==> config.mk <==
export PLATFORM = sky130hd
export DESIGN_NAME = voxel_packet_framer_unit
export DESIGN_NICKNAME = d
export VERILOG_FILES = /design/src/rtl/vpf_pkg.sv /design/src/rtl/vpf_front.sv /design/src/rtl/vpf_cmd_fifo.sv /design/src/rtl/vpf_back.sv /design/src/rtl/voxel_packet_framer_unit.sv
export VERILOG_INCLUDE_DIRS = /design/src /design/src/rtl
export SDC_FILE = /design/constraint.sdc
export NUM_CORES = 1
export LEC_CHECK = 0
export BUFFER_PORTS_ARGS = -buffer_cell sky130_fd_sc_hd__buf_4
export CORE_ASPECT_RATIO = 1.1
export CORE_MARGIN = 2
export CORE_UTILIZATION = 60
export DETAILED_ROUTE_END_ITERATION = 7
export GPL_ROUTABILITY_DRIVEN = 0
export PLACE_DENSITY = 0.79
export SYNTH_ARGS = -nofsm -noshare
export SYNTH_HDL_FRONTEND = slang
export SYNTH_HIERARCHICAL = 1
export SYNTH_SLANG_ARGS = --single-unit
==> constraint.sdc <==
create_clock -name clk -period 5.9 [get_ports clk]
set_input_delay 0.59 -clock clk [delete_from_list [all_inputs] [get_ports clk]]
set_output_delay 0.59 -clock clk [all_outputs]
set_load 0.01 [all_outputs]
==> src/rtl/voxel_packet_framer_unit_macros.svh <==
// Assertion macros shared by the framer RTL.
// Depends on: clk and rst_n being visible where the macros are used.
`ifndef VOXEL_PACKET_FRAMER_UNIT_MACROS_SVH
`define VOXEL_PACKET_FRAMER_UNIT_MACROS_SVH

// same-cycle implication
`define VPF_ASSERT_IMPL(label, ante, cons, msg) \
    label: assert property (@(posedge clk) disable iff (!rst_n) (ante) |-> (cons)) \
        else $error(msg);

// next-cycle implication
`define VPF_ASSERT_NEXT(label, ante, cons, msg) \
    label: assert property (@(posedge clk) disable iff (!rst_n) (ante) |=> (cons)) \
        else $error(msg);

`endif

==> src/rtl/vpf_pkg.sv <==
// Shared types and constants of the voxel packet framer.
// No dependencies.
package vpf_pkg;

    localparam int COORD_W     = 16;
    localparam int COLOR_W     = 8;
    localparam int VPP_W       = 13;
    localparam int TS_W        = 64;
    localparam int TOTAL_W     = 32;
    localparam int PKT_W       = 32;
    localparam int CFG_DATA_W  = 64;
    localparam int CFG_INDEX_W = 2;

    localparam logic [VPP_W-1:0] MAX_VPP = VPP_W'(6000);
    localparam logic [VPP_W-1:0] MIN_VPP = VPP_W'(1);

    localparam int BYTE_IDX_W = 5;
    localparam logic [BYTE_IDX_W-1:0] FIRST_VOXEL_BYTE = BYTE_IDX_W'(16);
    localparam logic [BYTE_IDX_W-1:0] LAST_BYTE        = BYTE_IDX_W'(25);
    localparam logic [BYTE_IDX_W-1:0] FIRST_BYTE       = BYTE_IDX_W'(0);

    localparam int FIFO_DEPTH = 4;
    localparam int FIFO_PTR_W = 2;
    localparam int FIFO_CNT_W = 3;

    localparam logic [CFG_INDEX_W-1:0] CFG_TIMESTAMP   = CFG_INDEX_W'(0);
    localparam logic [CFG_INDEX_W-1:0] CFG_VOXEL_TOTAL = CFG_INDEX_W'(1);
    localparam logic [CFG_INDEX_W-1:0] CFG_VPP         = CFG_INDEX_W'(2);

    typedef struct packed {
        logic [TS_W-1:0]    timestamp;
        logic [TOTAL_W-1:0] voxel_total;
    } cfg_t;

    typedef struct packed {
        logic [COORD_W-1:0] x;
        logic [COORD_W-1:0] y;
        logic [COORD_W-1:0] z;
        logic [COLOR_W-1:0] r;
        logic [COLOR_W-1:0] g;
        logic [COLOR_W-1:0] b;
        logic               header;
        logic [PKT_W-1:0]   pkt_index;
        logic               closes;
    } cmd_t;

endpackage

==> src/rtl/vpf_front.sv <==
// Front end: config registers, packet counters, voxel classification.
// Depends on: vpf_pkg, voxel_packet_framer_unit_macros.svh.
`include "voxel_packet_framer_unit_macros.svh"

module vpf_front
(
    input  logic                            clk,
    input  logic                            rst_n,
    input  logic                            cfg_write,
    input  logic [vpf_pkg::CFG_INDEX_W-1:0] cfg_index,
    input  logic [vpf_pkg::CFG_DATA_W-1:0]  cfg_data,
    input  logic                            push,
    input  logic                            full,
    input  logic [vpf_pkg::COORD_W-1:0]     coord_x,
    input  logic [vpf_pkg::COORD_W-1:0]     coord_y,
    input  logic [vpf_pkg::COORD_W-1:0]     coord_z,
    input  logic [vpf_pkg::COLOR_W-1:0]     red,
    input  logic [vpf_pkg::COLOR_W-1:0]     green,
    input  logic [vpf_pkg::COLOR_W-1:0]     blue,
    input  logic                            frame_end,
    output logic                            cmd_write,
    output vpf_pkg::cmd_t                   cmd,
    output vpf_pkg::cfg_t                   cfg
);
    import vpf_pkg::*;

    logic [TS_W-1:0]    ts_reg;
    logic [TOTAL_W-1:0] total_reg;
    logic [VPP_W-1:0]   vpp_reg;
    logic [VPP_W-1:0]   vip_reg;
    logic [VPP_W-1:0]   vip_next;
    logic [PKT_W-1:0]   pkt_reg;
    logic [PKT_W-1:0]   pkt_next;
    logic [VPP_W-1:0]   limit;
    logic [VPP_W-1:0]   vip_inc;
    logic               accept;
    logic               closes;

    assign accept  = push && !full;
    assign vip_inc = vip_reg + MIN_VPP;

    always_comb
    begin
        if (vpp_reg == '0)
        begin
            limit = MIN_VPP;
        end
        else if (vpp_reg > MAX_VPP)
        begin
            limit = MAX_VPP;
        end
        else
        begin
            limit = vpp_reg;
        end
    end

    assign closes = frame_end || (vip_inc >= limit);

    always_comb
    begin
        vip_next = vip_reg;
        pkt_next = pkt_reg;
        if (accept)
        begin
            if (frame_end)
            begin
                vip_next = '0;
                pkt_next = '0;
            end
            else if (closes)
            begin
                vip_next = '0;
                pkt_next = pkt_reg + PKT_W'(1);
            end
            else
            begin
                vip_next = vip_inc;
            end
        end
    end

    always_ff @(posedge clk or negedge rst_n)
    begin
        if (!rst_n)
        begin
            ts_reg    <= '0;
            total_reg <= '0;
            vpp_reg   <= MAX_VPP;
            vip_reg   <= '0;
            pkt_reg   <= '0;
        end
        else
        begin
            vip_reg <= vip_next;
            pkt_reg <= pkt_next;
            if (cfg_write)
            begin
                case (cfg_index)
                    CFG_TIMESTAMP:   ts_reg    <= cfg_data;
                    CFG_VOXEL_TOTAL: total_reg <= cfg_data[TOTAL_W-1:0];
                    CFG_VPP:         vpp_reg   <= cfg_data[VPP_W-1:0];
                    default:         ;
                endcase
            end
        end
    end

    assign cmd_write     = accept;
    assign cmd.x         = coord_x;
    assign cmd.y         = coord_y;
    assign cmd.z         = coord_z;
    assign cmd.r         = red;
    assign cmd.g         = green;
    assign cmd.b         = blue;
    assign cmd.header    = (vip_reg == '0);
    assign cmd.pkt_index = pkt_reg;
    assign cmd.closes    = closes;

    assign cfg.timestamp   = ts_reg;
    assign cfg.voxel_total = total_reg;

    `VPF_ASSERT_NEXT(a_close_clears_count, accept && closes, vip_reg == '0, "count not cleared on close")
    `VPF_ASSERT_NEXT(a_frame_end_restarts, accept && frame_end, pkt_reg == '0 && vip_reg == '0, "frame end did not restart")

endmodule

==> src/rtl/vpf_cmd_fifo.sv <==
// Short request queue between the front end and the serializer.
// Depends on: vpf_pkg.
module vpf_cmd_fifo
(
    input  logic          clk,
    input  logic          rst_n,
    input  logic          wr_en,
    input  vpf_pkg::cmd_t wr_data,
    output logic          full,
    input  logic          rd_en,
    output vpf_pkg::cmd_t rd_data,
    output logic          rd_valid
);
    import vpf_pkg::*;

    cmd_t                  mem [FIFO_DEPTH];
    logic [FIFO_PTR_W-1:0] wr_ptr_reg;
    logic [FIFO_PTR_W-1:0] rd_ptr_reg;
    logic [FIFO_CNT_W-1:0] count_reg;
    logic                  do_wr;
    logic                  do_rd;

    assign full     = (count_reg == FIFO_CNT_W'(FIFO_DEPTH));
    assign rd_valid = (count_reg != '0);
    assign do_wr    = wr_en && !full;
    assign do_rd    = rd_en && rd_valid;
    assign rd_data  = mem[rd_ptr_reg];

    always_ff @(posedge clk)
    begin
        if (do_wr)
        begin
            mem[wr_ptr_reg] <= wr_data;
        end
    end

    always_ff @(posedge clk or negedge rst_n)
    begin
        if (!rst_n)
        begin
            wr_ptr_reg <= '0;
            rd_ptr_reg <= '0;
            count_reg  <= '0;
        end
        else
        begin
            if (do_wr)
            begin
                wr_ptr_reg <= wr_ptr_reg + FIFO_PTR_W'(1);
            end
            if (do_rd)
            begin
                rd_ptr_reg <= rd_ptr_reg + FIFO_PTR_W'(1);
            end
            case ({do_wr, do_rd})
                2'b10:   count_reg <= count_reg + FIFO_CNT_W'(1);
                2'b01:   count_reg <= count_reg - FIFO_CNT_W'(1);
                default: ;
            endcase
        end
    end

endmodule

==> src/rtl/vpf_back.sv <==
// Back end: turns queued voxel requests into a byte stream, one byte per cycle while the receiver keeps popping.
// Depends on: vpf_pkg, voxel_packet_framer_unit_macros.svh.
`include "voxel_packet_framer_unit_macros.svh"

module vpf_back
(
    input  logic                        clk,
    input  logic                        rst_n,
    input  vpf_pkg::cfg_t               cfg,
    input  vpf_pkg::cmd_t               head,
    input  logic                        head_valid,
    output logic                        head_pop,
    output logic                        empty,
    input  logic                        pop,
    output logic [vpf_pkg::COLOR_W-1:0] data_byte,
    output logic                        packet_end,
    output logic                        run_last
);
    import vpf_pkg::*;

    localparam int FRAME_BITS = TS_W + PKT_W + TOTAL_W + 3 * COORD_W + 4 * COLOR_W;

    logic                  busy_reg;
    logic [BYTE_IDX_W-1:0] idx_reg;
    logic                  out_valid_reg;
    logic [COLOR_W-1:0]    data_reg;
    logic                  pend_reg;
    logic                  last_reg;
    logic [BYTE_IDX_W-1:0] cur_idx;
    logic                  advance;
    logic                  at_last;
    logic [FRAME_BITS-1:0] frame_bits;

    always_comb
    begin
        if (busy_reg)
        begin
            cur_idx = idx_reg;
        end
        else if (head.header)
        begin
            cur_idx = FIRST_BYTE;
        end
        else
        begin
            cur_idx = FIRST_VOXEL_BYTE;
        end
    end

    assign advance  = head_valid && (!out_valid_reg || pop);
    assign at_last  = (cur_idx == LAST_BYTE);
    assign head_pop = advance && at_last;

    // byte 0 at the bottom, little-endian throughout
    assign frame_bits = {COLOR_W'(0), head.b, head.g, head.r,
                         head.z, head.y, head.x,
                         cfg.voxel_total, head.pkt_index, cfg.timestamp};

    always_ff @(posedge clk or negedge rst_n)
    begin
        if (!rst_n)
        begin
            busy_reg      <= 1'b0;
            idx_reg       <= FIRST_BYTE;
            out_valid_reg <= 1'b0;
        end
        else
        begin
            if (advance)
            begin
                busy_reg      <= !at_last;
                idx_reg       <= cur_idx + BYTE_IDX_W'(1);
                out_valid_reg <= 1'b1;
            end
            else if (pop)
            begin
                out_valid_reg <= 1'b0;
            end
        end
    end

    always_ff @(posedge clk)
    begin
        if (advance)
        begin
            data_reg <= frame_bits[{cur_idx, 3'b000} +: COLOR_W];
            pend_reg <= at_last && head.closes;
            last_reg <= at_last;
        end
    end

    assign empty      = !out_valid_reg;
    assign data_byte  = data_reg;
    assign packet_end = pend_reg;
    assign run_last   = last_reg;

    `VPF_ASSERT_IMPL(a_busy_has_head, busy_reg, head_valid, "serializer lost its request")
    `VPF_ASSERT_IMPL(a_busy_idx_range, busy_reg, idx_reg != FIRST_BYTE && idx_reg <= LAST_BYTE, "byte index out of range")

endmodule

==> src/rtl/voxel_packet_framer_unit.sv <==
// Voxel packet framer: serializes voxels into a byte stream of packets, each packet
// opening with a 16-byte header. Each accepted voxel yields 10 bytes, or 26 when it
// opens a packet; bytes leave one per cycle while the receiver keeps popping, through
// the single byte output register of the serializer. A four-entry request queue lets
// voxels be accepted while earlier ones are still being sent. Config writes are
// expected only while no bytes are outstanding.
// Depends on: vpf_pkg, vpf_front, vpf_cmd_fifo, vpf_back.
module voxel_packet_framer_unit
(
    input  logic                            clk,
    input  logic                            rst_n,
    input  logic                            cfg_write,
    input  logic [vpf_pkg::CFG_INDEX_W-1:0] cfg_index,
    input  logic [vpf_pkg::CFG_DATA_W-1:0]  cfg_data,
    input  logic                            push,
    output logic                            full,
    input  logic [vpf_pkg::COORD_W-1:0]     coord_x,
    input  logic [vpf_pkg::COORD_W-1:0]     coord_y,
    input  logic [vpf_pkg::COORD_W-1:0]     coord_z,
    input  logic [vpf_pkg::COLOR_W-1:0]     red,
    input  logic [vpf_pkg::COLOR_W-1:0]     green,
    input  logic [vpf_pkg::COLOR_W-1:0]     blue,
    input  logic                            frame_end,
    output logic                            empty,
    input  logic                            pop,
    output logic [vpf_pkg::COLOR_W-1:0]     data_byte,
    output logic                            packet_end,
    output logic                            run_last
);
    import vpf_pkg::*;

    logic cmd_write;
    cmd_t cmd;
    cfg_t cfg;
    cmd_t head;
    logic head_valid;
    logic head_pop;

    vpf_front u_front
    (
        .clk       (clk),
        .rst_n     (rst_n),
        .cfg_write (cfg_write),
        .cfg_index (cfg_index),
        .cfg_data  (cfg_data),
        .push      (push),
        .full      (full),
        .coord_x   (coord_x),
        .coord_y   (coord_y),
        .coord_z   (coord_z),
        .red       (red),
        .green     (green),
        .blue      (blue),
        .frame_end (frame_end),
        .cmd_write (cmd_write),
        .cmd       (cmd),
        .cfg       (cfg)
    );

    vpf_cmd_fifo u_fifo
    (
        .clk      (clk),
        .rst_n    (rst_n),
        .wr_en    (cmd_write),
        .wr_data  (cmd),
        .full     (full),
        .rd_en    (head_pop),
        .rd_data  (head),
        .rd_valid (head_valid)
    );

    vpf_back u_back
    (
        .clk        (clk),
        .rst_n      (rst_n),
        .cfg        (cfg),
        .head       (head),
        .head_valid (head_valid),
        .head_pop   (head_pop),
        .empty      (empty),
        .pop        (pop),
        .data_byte  (data_byte),
        .packet_end (packet_end),
        .run_last   (run_last)
    );

endmodule

# Word-level counts from Yosys, hierarchy flattened
# Memory sizes are Yosys's and may differ from the RTL's.
# Cells that the tools add are included.
[totals]
register_bits = 178
out_inout_bits = 12
memories = 1
ramBits = 424
elab_cells = 66
[classes]
n_mux = 13
n_eq_ne = 6
reduce_logical = 22
order_cmp = 2
add_sub_neg = 7
n_shift = 1
[mem_list]
columns = ["name", "depth", "word_bits", "read_ports", "rd_clocked_by_memory_dff", "wr", "line_no", "source"]
rows = [
  ["u_fifo.mem", 4, 106, 1, 0, 1, "vpf_cmd_fifo.sv:16", "cmd_t mem [FIFO_DEPTH];"],
]
[op_table]
columns = ["cell", "n"]
rows = [
  ["208-bit by 9-bit indexed part select with 8-bit output", 1],
  ["32-bit 2-to-1 mux", 2],
  ["13-bit 2-to-1 mux", 4],
  ["32-bit by 1-bit adder with 32-bit output (second input constant)", 1],
  ["13-bit zero test", 2],
  ["13-bit by 1-bit adder with 13-bit output (second input constant)", 1],
  ["13-bit >= comparator", 1],
  ["13-bit > comparator (second input constant)", 1],
  ["5-bit 2-to-1 mux", 2],
  ["2-bit AND reduction", 4],
  ["1-bit logical AND", 6],
  ["3-bit one-hot mux with 2 select lines", 1],
  ["2-bit nonzero test", 3],
  ["5-bit by 1-bit adder with 5-bit output (second input constant)", 1],
  ["5-bit equality test (second input constant)", 1],
  ["2-bit by 1-bit adder with 2-bit output (second input constant)", 2],
  ["2-bit by 1-bit equality test with 1-bit output (second input constant)", 2],
  ["2-bit equality test (second input constant)", 2],
  ["1-bit 2-to-1 mux", 4],
  ["3-bit by 1-bit adder with 3-bit output (second input constant)", 1],
  ["3-bit equality test (second input constant)", 1],
  ["1-bit zero test", 3],
  ["3-bit nonzero test", 1],
  ["3-bit by 1-bit subtractor with 3-bit output (second input constant)", 1],
  ["2 further kinds", 3],
]

# Longest topological paths before layout
# Gate-level depths: netlist of run 1.
# An unclocked memory read counts as a cell.
[logic_depth]
ltp_word = 8
ltp_mapped = 13
mapped_depth_nobuf = 11

# Cells and area by module
# The synthesis of run 1 kept the hierarchy.
[by_module_without_submodules]
columns = ["module", "area_per_inst_um2", "cells_each", "seq_area_each_um2", "instances"]
rows = [
  ["vpf_cmd_fifo", 15678.8, 591, 12907.4, 1],
  ["vpf_front", 7762.4, 687, 3862.5, 1],
  ["vpf_back", 2742.6, 319, 475.5, 1],
]

# Worst setup path after synthesis of run 1
# No wires, ideal clock.
[synth_path]
kind = "flip-flop to flip-flop"
startpoint = "register u_fifo.count_reg[2]"
endpoint = "memory u_fifo/mem[0][0] in the netlist's numbering, enable pin"
n_path_buf = 1
setup_ns = 0.477
arrival_ns = 3.969
stages_incl_launch_ff = 7
setup_slack_ns = 1.454
cell_sequence = "dfrtp_1 nor3b_1 nand2b_1 inv_1 clkbuf_1 nor2b_1 and2_1"
[synth_between]
elab_chain_len = 6
[synth_rtl]
columns = ["item", "line_no", "source"]
rows = [
  ["start, declared", "vpf_cmd_fifo.sv:19", "logic [FIFO_CNT_W-1:0] count_reg;"],
  ["start signal, assigned", "vpf_cmd_fifo.sv:56", "2'b10: count_reg <= count_reg + FIFO_CNT_W'(1);"],
  ["start signal, assigned", "vpf_cmd_fifo.sv:57", "2'b01: count_reg <= count_reg - FIFO_CNT_W'(1);"],
  ["3-bit equality test", "vpf_cmd_fifo.sv:23", "assign full = (count_reg == FIFO_CNT_W'(FIFO_DEPTH));"],
  ["via full", "voxel_packet_framer_unit.sv:16", "output logic full,"],
  ["1-bit zero test", "vpf_front.sv:39", "assign accept = push && !full;"],
  ["1-bit logical AND", "vpf_front.sv:39", ""],
  ["via cmd_write", "voxel_packet_framer_unit.sv:32", "logic cmd_write;"],
  ["1-bit logical AND", "vpf_cmd_fifo.sv:25", "assign do_wr = wr_en && !full;"],
  ["1-bit 2-to-1 mux", "vpf_cmd_fifo.sv:31", "if (do_wr)"],
  ["1-bit 2-to-1 mux (not written as such)", "vpf_cmd_fifo.sv:33", "mem[wr_ptr_reg] <= wr_data;"],
  ["end, declared", "vpf_cmd_fifo.sv:16", ""],
]
# The timed path passes the listed nets, and every way through them passes these cells.

# Worst setup path after layout of run 1
[layout_path]
startpoint = "register u_front.vpp_reg[1]"
endpoint = "register u_front.pkt_reg[20]"
[layout_between]
elab_chain_len = 7
elab_cells_between_ends = 8
[layout_rtl]
columns = ["item", "line_no", "source"]
rows = [
  ["start, declared", "vpf_front.sv:29", "logic [VPP_W-1:0] vpp_reg;"],
  ["start signal, assigned", "vpf_front.sv:102", "CFG_VPP: vpp_reg <= cfg_data[VPP_W-1:0];"],
  ["13-bit > comparator", "vpf_front.sv:48", "else if (vpp_reg > MAX_VPP)"],
  ["13-bit 2-to-1 mux", "vpf_front.sv:48", ""],
  ["13-bit 2-to-1 mux (*)", "vpf_front.sv:44", "if (vpp_reg == '0)"],
  ["13-bit >= comparator (*)", "vpf_front.sv:58", "assign closes = frame_end || (vip_inc >= limit);"],
  ["1-bit logical OR (*)", "vpf_front.sv:58", ""],
  ["2-bit nonzero test (no line) (*)", "-", ""],
  ["2-bit AND reduction (no line) (*)", "-", ""],
  ["end signal, assigned", "vpf_front.sv:96", "pkt_reg <= pkt_next;"],
  ["end, declared", "vpf_front.sv:32", "logic [PKT_W-1:0] pkt_reg;"],
]
# Every way passes the cells marked *; elsewhere a longest branch is shown, timed or not.
# A chain may end at the register's enable or synchronous reset.

==> run_results.csv, run 1 <==
group,metric,value,unit
sta,slew_headroom,18.35,%
power,power_frac_seq,46.2,%
critical_path,crit_chain,"or4_1 -> a41oi_1 -> nor2_1 -> o21ai_1 -> nand2_1 -> ha_1 -> nand3_1 -> nor3_1 -> a211o_1 -> nand2_1 -> o311ai_0",
floorplanning,initial_core_util,60.55,%
power,cellPowerDensity,455.4,mW/mm^2
layout,drive_gt1_share,29.55,%
sta,finalHoldViolCount,0,
sta,worstMarginPinSlew,1.225,ns
critical_path,critPathMaxFanout,29,
power,p_clk_share,27.9,%
synth,synth_seq_cells,602,
grt,grt_max_degree,111,
floorplanning,die_area,0.04533,sq mm
power,p_switching,0.004077,W
layout,largest_reg_flops,424,
clock_tree,clock_latency,0.62,ns
detailed_routing,vias,14650,
clock_tree,cts_tree,"yes",
detailed_routing,firstDrtPassIters,5,
layout,final_common_cell,"edfxtp_1",
synth,syn_inst,1597,
synth,synthArstFlopShare,27.91,%
grt,grt_pass1_wl,87180,microns
power,comb_power_share,25.9,%
synth,synth_edf_count,434,
critical_path,cp-start-kind,"flop",
critical_path,critPathSlowestCell,"nand2_1",
critical_path,worst-setup-path-type,"flop to flop",
sta,setup_slack,1.645,ns
synth,ys_warn_count,6,
clock_tree,cts.htree.levels,2,
job,max_cap_viol_count,0,
grt,grt.overflow.total,0,
clock_tree,ctsResizeCount,0,
floorplanning,die_h,223.1,microns
detailed_routing,vias_per_cell,6.397,
grt,first_global_vias,14710,
floorplanning,placementRows,80,
power,sw_frac_of_total,30.70,%
place,dp_slack,1.729,ns
sta,fmax,235.0,MHz
power,ir_worst_vdd,0.0002846,V
sta,finClkSkew,0.02110,ns
layout,area_growth,11.36,%
synth,yosysUniqueCellTypes,68,
detailed_routing,drc,0,
layout,mostFrequentLayoutCells,"edfxtp_1 (434), buf_4 (170), dfrtp_1 (158), mux2_2 (110), mux4_2 (106)",
clock_tree,post_cts_buffers,0,
layout,num-nets-final,1836,
detailed_routing,drt_iter0_drc,1233,
critical_path,max_stage_delay,0.66,ns
floorplanning,chipWidth,203.2,microns
sta,finalSetupTns,0,ns
grt,grt_usage,25.29,%
sta,final-setup-viol-count,0,
power,power.internal,0.009201,W
synth,syn_nets,1763,
clock_tree,hold_buffers,0,
critical_path,r2r_cells,11,
min_path,min_path_type,"input pin to async pin",
clock_tree,cts_buffer_depth,3,
sta,slew_violations,0,
sta,rsz0062_at_grt,"no",
synth,netlist.top_cell.by_area,"edfxtp_1",
synth,synth_seq_area_share,65.86,%
grt,antenna_found_initial,0,
detailed_routing,routed_wl,56940,microns
floorplanning,core_area,0.04324,sq mm
critical_path,crit_top_cell,"nand2_1",
synth,netlist_area,0.02618,sq mm
outcome,status,"finished, final reports clean",
power,total_leakage_power,10.28,nW
floorplanning,ios,156,
sta,period_minus_slack,4.255,ns
critical_path,end_kind,"flop",
synth,ys_dominant_reg_cell,"edfxtp_1",
layout,n_antenna_cell,0,
critical_path,critPathRequiredTime,6.37,ns
critical_path,arrival,4.72,ns
synth,syn_area_per_cell,16.40,sq um
synth,synthTopCellsByArea,"edfxtp_1 (50%), dfrtp_1 (15%), mux4_2 (9.1%)",
clock_tree,cts_sinks,602,
sta,whs,0.08453,ns
detailed_routing,drtAntennaViolNets,0,
sta,period_share,72.11,%
clock_tree,cts_made_buffers,57,
place,dp_hpwl,35620,microns
clock_tree,clk_pin_slew,0.06,ns
synth,synth_top_area_share,49.77,%
place,port_buffers,155,
detailed_routing,wl_per_cell,24.86,microns
clock_tree,cts-root-buf,"clkbuf_16",
## critical path: cells and delay by family (launching register included)
family | cells | cell delay (ns)
AOI/OAI and AO/OA | 4 | 1.53
and+or+nand+nor | 6 | 1.86
adders and majority gates | 1 | 0.31
DFF | 1 | 0.40
## per-layer routing
layer / share of wire, % / up-vias / track usage [%]
li1: - / 6348 / -
met1: 41 / 7492 / 36.36
met2: 48 / 700 / 39.56
met3: 7.8 / 110 / 4.397
met4: 3.2 / 0 / 9.042
met5: 0 / - / 0
## synth_stat cells (all sizes together) (12+ instances only)
| master | instances |
|---|---|
| edfxtp | 434 |
| dfrtp | 161 |
| buf | 123 |
| mux2 | 111 |
| mux4 | 106 |
| nand2 | 74 |
| mux2i | 66 |
| nand3 | 58 |
| clkbuf | 38 |
| nor2 | 37 |
| o21ai | 36 |
| o211ai | 32 |
| and2 | 31 |
| ha | 21 |
| inv | 21 |
| a21oi | 16 |
| a221oi | 16 |
| a22oi | 16 |
| xnor2 | 16 |
| nor2b | 14 |
| o41ai | 14 |
| nand2b | 13 |
| a22o | 12 |
| and3 | 12 |
## cell type report
| type | count | area (sq um) |
|---|---|---|
| clock buffers | 75 | 1544 |
| clock inverters | 30 | 374.1 |
| fillers | 2830 | 14080 |
| inverters | 21 | 78.83 |
| multi-input cells | 813 | 7819 |
| flip-flops and latches | 602 | 17260 |
| well taps | 574 | 718.2 |
| repair buffers | 175 | 1368 |
## path summary, 6_finish.rpt
check | from | slack [ns] | to
max in group asynchronous | rst_n | 4.48 | u_front/pkt_reg[11]$_DFFE_PN0P_
worst min register to register | u_front/ts_reg[3]$_DFFE_PN0P_ | 0.51 | u_front/ts_reg[3]$_DFFE_PN0P_
min in group clk | coord_x[0] | 0.16 | u_fifo/mem[1][90]$_DFFE_PP_
worst max-delay path | u_front/vpp_reg[1]$_DFFE_PN0P_ | 1.65 | u_front/pkt_reg[20]$_DFFE_PN0P_
worst min-delay path | rst_n | 0.08 | u_front/vpp_reg[11]$_DFFE_PN0P_
worst max register to register | u_front/vpp_reg[1]$_DFFE_PN0P_ | 1.65 | u_front/pkt_reg[20]$_DFFE_PN0P_
## per-stage QoR
| stage | util, % | power [W] | cell area [sq um] | cells |
|---|---|---|---|---|
| global route | 67.43 | 0.01382 | 29160 | 2290 |
| finish | 67.43 | 0.01328 | 29160 | 2290 |
| floorplan | - | 0.008586 | 26180 | 1597 |
| CTS | 67.43 | 0.01335 | 29160 | 2290 |
| detailed placement | 62.99 | 0.009623 | 27240 | 2185 |
| global placement | 62.99 | 0.009507 | 27240 | 2185 |
## cells by family (layout without fill, tap and decap cells)
logic type               after synthesis  after routing  synth area share, %
flip-flops                           602            602                65.86
multiplexers                         283            283                16.46
adder cells (fa/ha/maj)               22             22                1.080
buffers and inverters                182            301                4.382
AO/OA/AOI/OAI                        190            190                5.467
XOR/XNOR                              23             23               0.7693
AND/OR/NAND/NOR                      295            295                5.978
## power groups by stage
stage	Sequential, W	Combinational (W)	Clock, W
after floorplan	0.00597	0.00262	0
after global placement	0.00613	0.00337	0
after detailed placement	0.00620	0.00342	0
after CTS	0.00614	0.00346	0.00376
after global routing	0.00622	0.00370	0.00389
final	0.00613	0.00344	0.00370
Power figures use the tool's default switching activity.
==> run 2, diff against run 1 <==
CORE_UTILIZATION = 55   (was 60)
PLACE_DENSITY = 0.76   (was 0.79)
clock period = 3.5 ns   (was 5.9 ns; I/O delays follow)
==> run 2 against run 1 <==
  * Sequential power increased by 66%
  * Via count rose by 4.7%
  * Non-clock buffer count grew 154
  * Sequential share of layout area decreased by 3.9 points
  * Core utilization decreased by 0.83 points
  * Power increased by 77%
  * Worst hold slack worse by 0.061 ns
  * Worst setup slack got worse by 1.6 ns
  * Clock power rose by 85%
  * Clock-buffer cell count down 10
  * Cell area increased by 7.0%
  * Critical endpoint is now u_front/pkt_reg[27]$_DFFE_PN0P_
==> run_results.csv, run 2 (synthesized netlist as in run 1, its figures left out) <==
group,metric,value,unit
power,p_clk_share,29.2,%
sta,period_share,97.43,%
sta,finClkSkew,0.03307,ns
place,dp_hpwl,37650,microns
layout,mostFrequentLayoutCells,"edfxtp_1 (434), buf_4 (177), dfrtp_1 (158), dlygate4sd3_1 (134), mux2_2 (110)",
critical_path,cp-start-kind,"flop",
layout,num-nets-final,1992,
power,cellPowerDensity,753.2,mW/mm^2
power,total_leakage_power,11.10,nW
critical_path,arrival,3.95,ns
critical_path,critPathRequiredTime,4.04,ns
sta,finalSetupTns,0,ns
sta,slew_violations,0,
clock_tree,cts.htree.levels,2,
job,max_cap_viol_count,0,
sta,setup_slack,0.08983,ns
layout,fillers,3045,
critical_path,max_stage_delay,0.57,ns
critical_path,path_delay_family,"simple AND/OR/NAND/NOR gates",
min_path,min_path_type,"input pin to flop",
outcome,status,"finished, final reports clean",
critical_path,crit_chain,"or4_1 -> a41oi_2 -> nor2_1 -> o21ai_1 -> buf_4 -> nand2_1 -> ha_1 -> nand3_2 -> nor3_4 -> a211oi_4 -> buf_12 -> buf_12 -> o41ai_1 -> a22o_1",
detailed_routing,wl_per_cell,24.66,microns
place,placedCellCount,2266,
sta,period_minus_slack,3.410,ns
clock_tree,clock_latency,0.63,ns
critical_path,critPathMaxFanout,18,
power,ir_worst_vdd,0.0004983,V
critical_path,reg2reg_from,"u_front/vpp_reg[0]$_DFFE_PN0P_",
power,comb_power_share,27.2,%
critical_path,rr_endpoint,"u_front/pkt_reg[27]$_DFFE_PN0P_",
floorplanning,chipWidth,212.0,microns
floorplanning,placementRows,83,
critical_path,cp-startpoint,"u_front/vpp_reg[0]$_DFFE_PN0P_",
layout,layout.cells.non_filler,2514,
critical_path,critical_path_buf_inv_count,3,
critical_path,critPathSlowestCell,"or4_1",
power,sw_frac_of_total,30.96,%
clock_tree,cts-root-buf,"clkbuf_16",
grt,grt.overflow.total,0,
clock_tree,clk_pin_slew,0.07,ns
critical_path,rrSetupSlack,0.09,ns
sta,worstMarginPinSlew,1.009,ns
clock_tree,cts_tree,"yes",
floorplanning,core_area,0.04684,sq mm
critical_path,worst-setup-path-type,"flop to flop",
power,power.internal,0.01622,W
critical_path,cp-endpoint,"u_front/pkt_reg[27]$_DFFE_PN0P_",
detailed_routing,drt_iter0_drc,1727,
detailed_routing,vias_per_cell,6.103,
sta,fmax,293.2,MHz
sta,slew_headroom,32.66,%
clock_tree,cts_buffer_depth,3,
floorplanning,die_area,0.04937,sq mm
layout,final_common_cell,"edfxtp_1",
grt,grt_pass1_wl,94300,microns
power,p_switching,0.007274,W
power,power_frac_seq,43.6,%
detailed_routing,firstDrtPassIters,6,
grt,grt_max_degree,89,
grt,first_global_vias,15770,
critical_path,r2r_cells,14,
critical_path,cp_num_cells,14,
clock_tree,cts_sinks,602,
grt,antenna_found_initial,1,
sta,final-setup-viol-count,0,
place,port_buffers,155,
place,dp_slack,-0.01092,ns
layout,largest_reg_flops,424,
detailed_routing,vias,15340,
grt,grt_usage,25.52,%
floorplanning,ios,156,
critical_path,end_kind,"flop",
detailed_routing,drtAntennaViolNets,0,
detailed_routing,drc,0,
critical_path,crit_top_cell,"buf_12",
clock_tree,cts_made_buffers,59,
layout,utilization,66.60,%
layout,n_antenna_cell,0,
layout,drive_gt1_share,29.46,%
floorplanning,die_h,232.8,microns
layout,area_growth,19.12,%
detailed_routing,routed_wl,61990,microns
floorplanning,initial_core_util,55.91,%
sta,finalHoldViolCount,0,
==> run 2: how the worst min path moves through the flow <==
stage / depth (start not counted) / slack (ns) / startpoint / endpoint
after global placement: 1 / 0.46 / rst_n / u_fifo/wr_ptr_reg[1]$_DFFE_PN0P_
after global routing: 2 / 0.008 / cfg_data[5] / u_front/total_reg[5]$_DFFE_PN0P_
after floorplan: 0 / 0.05 / rst_n / u_back/busy_reg$_DFFE_PN0P_
final: 2 / 0.02 / cfg_data[11] / u_front/ts_reg[11]$_DFFE_PN0P_
after detailed placement: 1 / 0.47 / rst_n / u_fifo/wr_ptr_reg[1]$_DFFE_PN0P_
after CTS: 2 / 0.003 / cfg_data[5] / u_front/total_reg[5]$_DFFE_PN0P_
==> run 2: stage by stage <==
| step | hold slack (ns) | instance area (sq um) | power [W] |
|---|---|---|---|
| global placement | 0.4607 | 27600 | 0.01623 |
| finish | 0.02347 | 31190 | 0.02349 |
| detailed placement | 0.4704 | 27600 | 0.01645 |
| CTS | 0.003081 | 31080 | 0.02344 |
| floorplan | 0.05441 | 26190 | 0.01441 |
| global route | 0.007848 | 31190 | 0.02445 |
==> run 2: power by group through the flow <==
stage          Clock (W)  Sequential [W]  Combinational, W
2_1_floorplan          0         0.00999           0.00442
3_3_place_gp           0          0.0102           0.00603
3_5_place_dp           0          0.0103           0.00612
4_1_cts          0.00692          0.0102           0.00630
5_1_grt          0.00723          0.0104           0.00684
6_report         0.00686          0.0102           0.00639
==> run 2: timing repair <==
item                                    CTS  global route
endpoints found under the setup margin    5            48
pin swaps                                 0             3
resized for setup                         2            14
buffers inserted                          0             2
hold endpoints to repair                467             0
hold buffers                            134             0
==> run 2: layout make-up <==
cell class                      instances  area (sq um)  share of cell area, %
Multi-Input combinational cell        813          7908                  25.35
Inverter                               21         78.83                 0.2527
Clock inverter                         47         630.6                  2.022
Sequential cell                       602         17260                  55.33
Timing Repair Buffer                  329          3022                  9.688
Tap cell                              637         797.0                  2.555
Clock buffer                           65          1499                  4.806
==> run 2: metal layers <==
metal	part of all wire (%)	track usage, %	vias up
met3	7.9	5.426	123
met4	2.9	7.724	2
met2	49	42.34	667
met5	0.021	0	-
met1	40	34.12	7876
li1	-	-	6675
==> run 3, diff against run 2 <==
CELL_PAD_IN_SITES_DETAIL_PLACEMENT = 2   (was unset)
CELL_PAD_IN_SITES_GLOBAL_PLACEMENT = 2   (was unset)
CORE_UTILIZATION = 41   (was 55)
GPL_TIMING_DRIVEN = 0   (was unset)
PLACE_DENSITY = unset   (was 0.76)
PLACE_DENSITY_LB_ADDON = 0.1   (was unset)
==> run 3 against run 2 <==
  * Critical path depth unchanged
  * Critical path type unchanged
  * Largest cell class unchanged
  * Combinational power up 13%
  * Clock skew down 0.014 ns
==> run_results.csv, run 3 (synthesized netlist as in run 1, its figures left out) <==
group,metric,value,unit
outcome,status,"finished, final reports clean",
grt,grt_pass1_wl,114700,microns
sta,slew_headroom,35.24,%
clock_tree,cts-root-buf,"clkbuf_16",
floorplanning,die_h,269.0,microns
layout,drive_gt1_share,30.04,%
layout,fin_area,0.03187,sq mm
detailed_routing,vias,15550,
power,p_switching,0.007947,W
place,postPlaceCellArea,0.02812,sq mm
clock_tree,cts_made_buffers,67,
detailed_routing,routed_wl,77590,microns
place,dp_hpwl,51720,microns
grt,grt_max_degree,91,
power,total_leakage_power,11.36,nW
detailed_routing,wl_per_cell,27.77,microns
place,dp_slack,-1.540,ns
grt,grt_usage,23.54,%
sta,period_minus_slack,3.405,ns
critical_path,rrSetupSlack,0.09,ns
clock_tree,clock_latency,0.62,ns
critical_path,critPathMaxFanout,10,
sta,rsz0062_at_grt,"yes",
detailed_routing,drtAntennaViolNets,0,
critical_path,critPathRequiredTime,3.94,ns
layout,largest_reg_flops,424,
floorplanning,chipWidth,245.0,microns
detailed_routing,met3_length,2848,microns
layout,fillers,5725,
clock_tree,cts_buffer_depth,3,
detailed_routing,drc,0,
floorplanning,initial_core_util,41.25,%
detailed_routing,route.met2.wl,39770,microns
layout,final_common_cell,"edfxtp_1",
layout,num-nets-final,2066,
grt,grt.overflow.total,0,
power,sw_frac_of_total,32.85,%
floorplanning,ios,156,
critical_path,worst-setup-path-type,"flop to flop",
sta,finalHoldViolCount,0,
power,comb_power_share,29.9,%
clock_tree,cts_sinks,602,
min_path,min_path_type,"input pin to flop",
detailed_routing,drt_iter0_drc,1013,
power,cellPowerDensity,759.0,mW/mm^2
sta,setup_slack,0.09497,ns
power,power.internal,0.01624,W
detailed_routing,drt-met1-wl,33560,microns
detailed_routing,firstDrtPassIters,5,
clock_tree,cts_tree,"yes",
critical_path,arrival,3.85,ns
critical_path,cp-start-kind,"flop",
power,ir_worst_vdd,0.0004779,V
layout,area_growth,21.72,%
power,p_clk_share,28.1,%
layout,mostFrequentLayoutCells,"edfxtp_1 (434), buf_4 (171), dfrtp_1 (160), dlygate4sd3_1 (135), mux2_2 (110)",
clock_tree,clk_pin_slew,0.06,ns
grt,first_global_vias,17390,
sta,final-setup-viol-count,0,
grt,antenna_found_initial,5,
sta,finClkSkew,0.01859,ns
power,power_frac_seq,42.1,%
floorplanning,die_area,0.06590,sq mm
sta,worstMarginPinSlew,0.9625,ns
detailed_routing,top_layer_used,"met5",
place,port_buffers,83,
clock_tree,cts.htree.levels,3,
critical_path,end_kind,"flop",
sta,period_share,97.29,%
job,max_cap_viol_count,0,
floorplanning,placementRows,97,
detailed_routing,vias_per_cell,5.564,
sta,slew_violations,0,
sta,fmax,293.7,MHz
floorplanning,core_area,0.06347,sq mm
run 3: through the flow:
stage | total power [W] | setup TNS (ns) | util, % | instances | hold slack [ns]
detailed placement | 0.01721 | -56.46 | 44.30 | 2530 | 0.4541
floorplan | 0.01441 | 0 | - | 1597 | 0.05441
global route | 0.02530 | -1.086 | 50.21 | 2794 | 0.01785
global placement | 0.01683 | -651.11 | 43.90 | 2521 | 0.4892
CTS | 0.02431 | 0 | 49.91 | 2786 | 0.002562
finish | 0.02419 | 0 | 50.21 | 2794 | 0.03896
run 3: power by group through the flow:
stage               combinational (W)  clock [W]  sequential (W)
global placement              0.00659          0          0.0102
global route                  0.00777    0.00721          0.0103
finish                        0.00722    0.00679          0.0102
CTS                           0.00717    0.00697          0.0102
floorplan                     0.00442          0         0.00999
detailed placement            0.00693          0          0.0103
run 3: worst paths after layout:
kind                                                      from                                to  cells past startpoint
worst max-delay path            u_front/vpp_reg[0]$_DFFE_PN0P_   u_front/pkt_reg[11]$_DFFE_PN0P_                     14
worst min-delay path                               cfg_data[2]  u_front/total_reg[2]$_DFFE_PN0P_                      2
max in group asynchronous                                rst_n    u_front/ts_reg[29]$_DFFE_PN0P_                      3
worst min register to register   u_front/ts_reg[5]$_DFFE_PN0P_     u_front/ts_reg[5]$_DFFE_PN0P_                      1
worst max register to register  u_front/vpp_reg[0]$_DFFE_PN0P_   u_front/pkt_reg[11]$_DFFE_PN0P_                     14
min in group asynchronous                                rst_n    u_front/vip_reg[3]$_DFFE_PN0P_                      2
run 3: repair_timing:
item                                   CTS  global route
gates resized for setup                 39            29
endpoints found under the hold margin  468             0
pin swaps                                4             9
buffers inserted                         2             4
cloned                                   0             2
hold buffers                           135             0
setup endpoints to repair               49           118
run 3: metal layers:
layer	track usage, %	vias up
met4	5.537	6
met2	40.92	341
li1	-	6830
met5	0	-
met3	3.165	92
met1	31.48	8277
run 3: layout make-up:
cell class	instances	area, sq um	area share, %
repair buffers	234	2308	7.243
inverters	21	78.83	0.2473
plain buffers	160	1122	3.521
clock inverters	25	239.0	0.7498
clock buffers	95	1834	5.755
diodes	2	5.005	0.01570
flip-flops and latches	602	17250	54.11
multi-input cells	814	7985	25.05
well taps	841	1052	3.302
run 3: worst max-delay path: stages (launching register included):
cell and delay (ns):
dfrtp_1 0.39, or4_4 0.55, a41oi_2 0.15, nor2_1 0.08
o21ai_2 0.28, buf_4 0.17, nand2_1 0.05, ha_1 0.24
nor3b_2 0.26, o21ai_4 0.11, a211o_4 0.41, nand2_2 0.11
buf_8 0.16, buf_8 0.15, o221ai_1 0.11
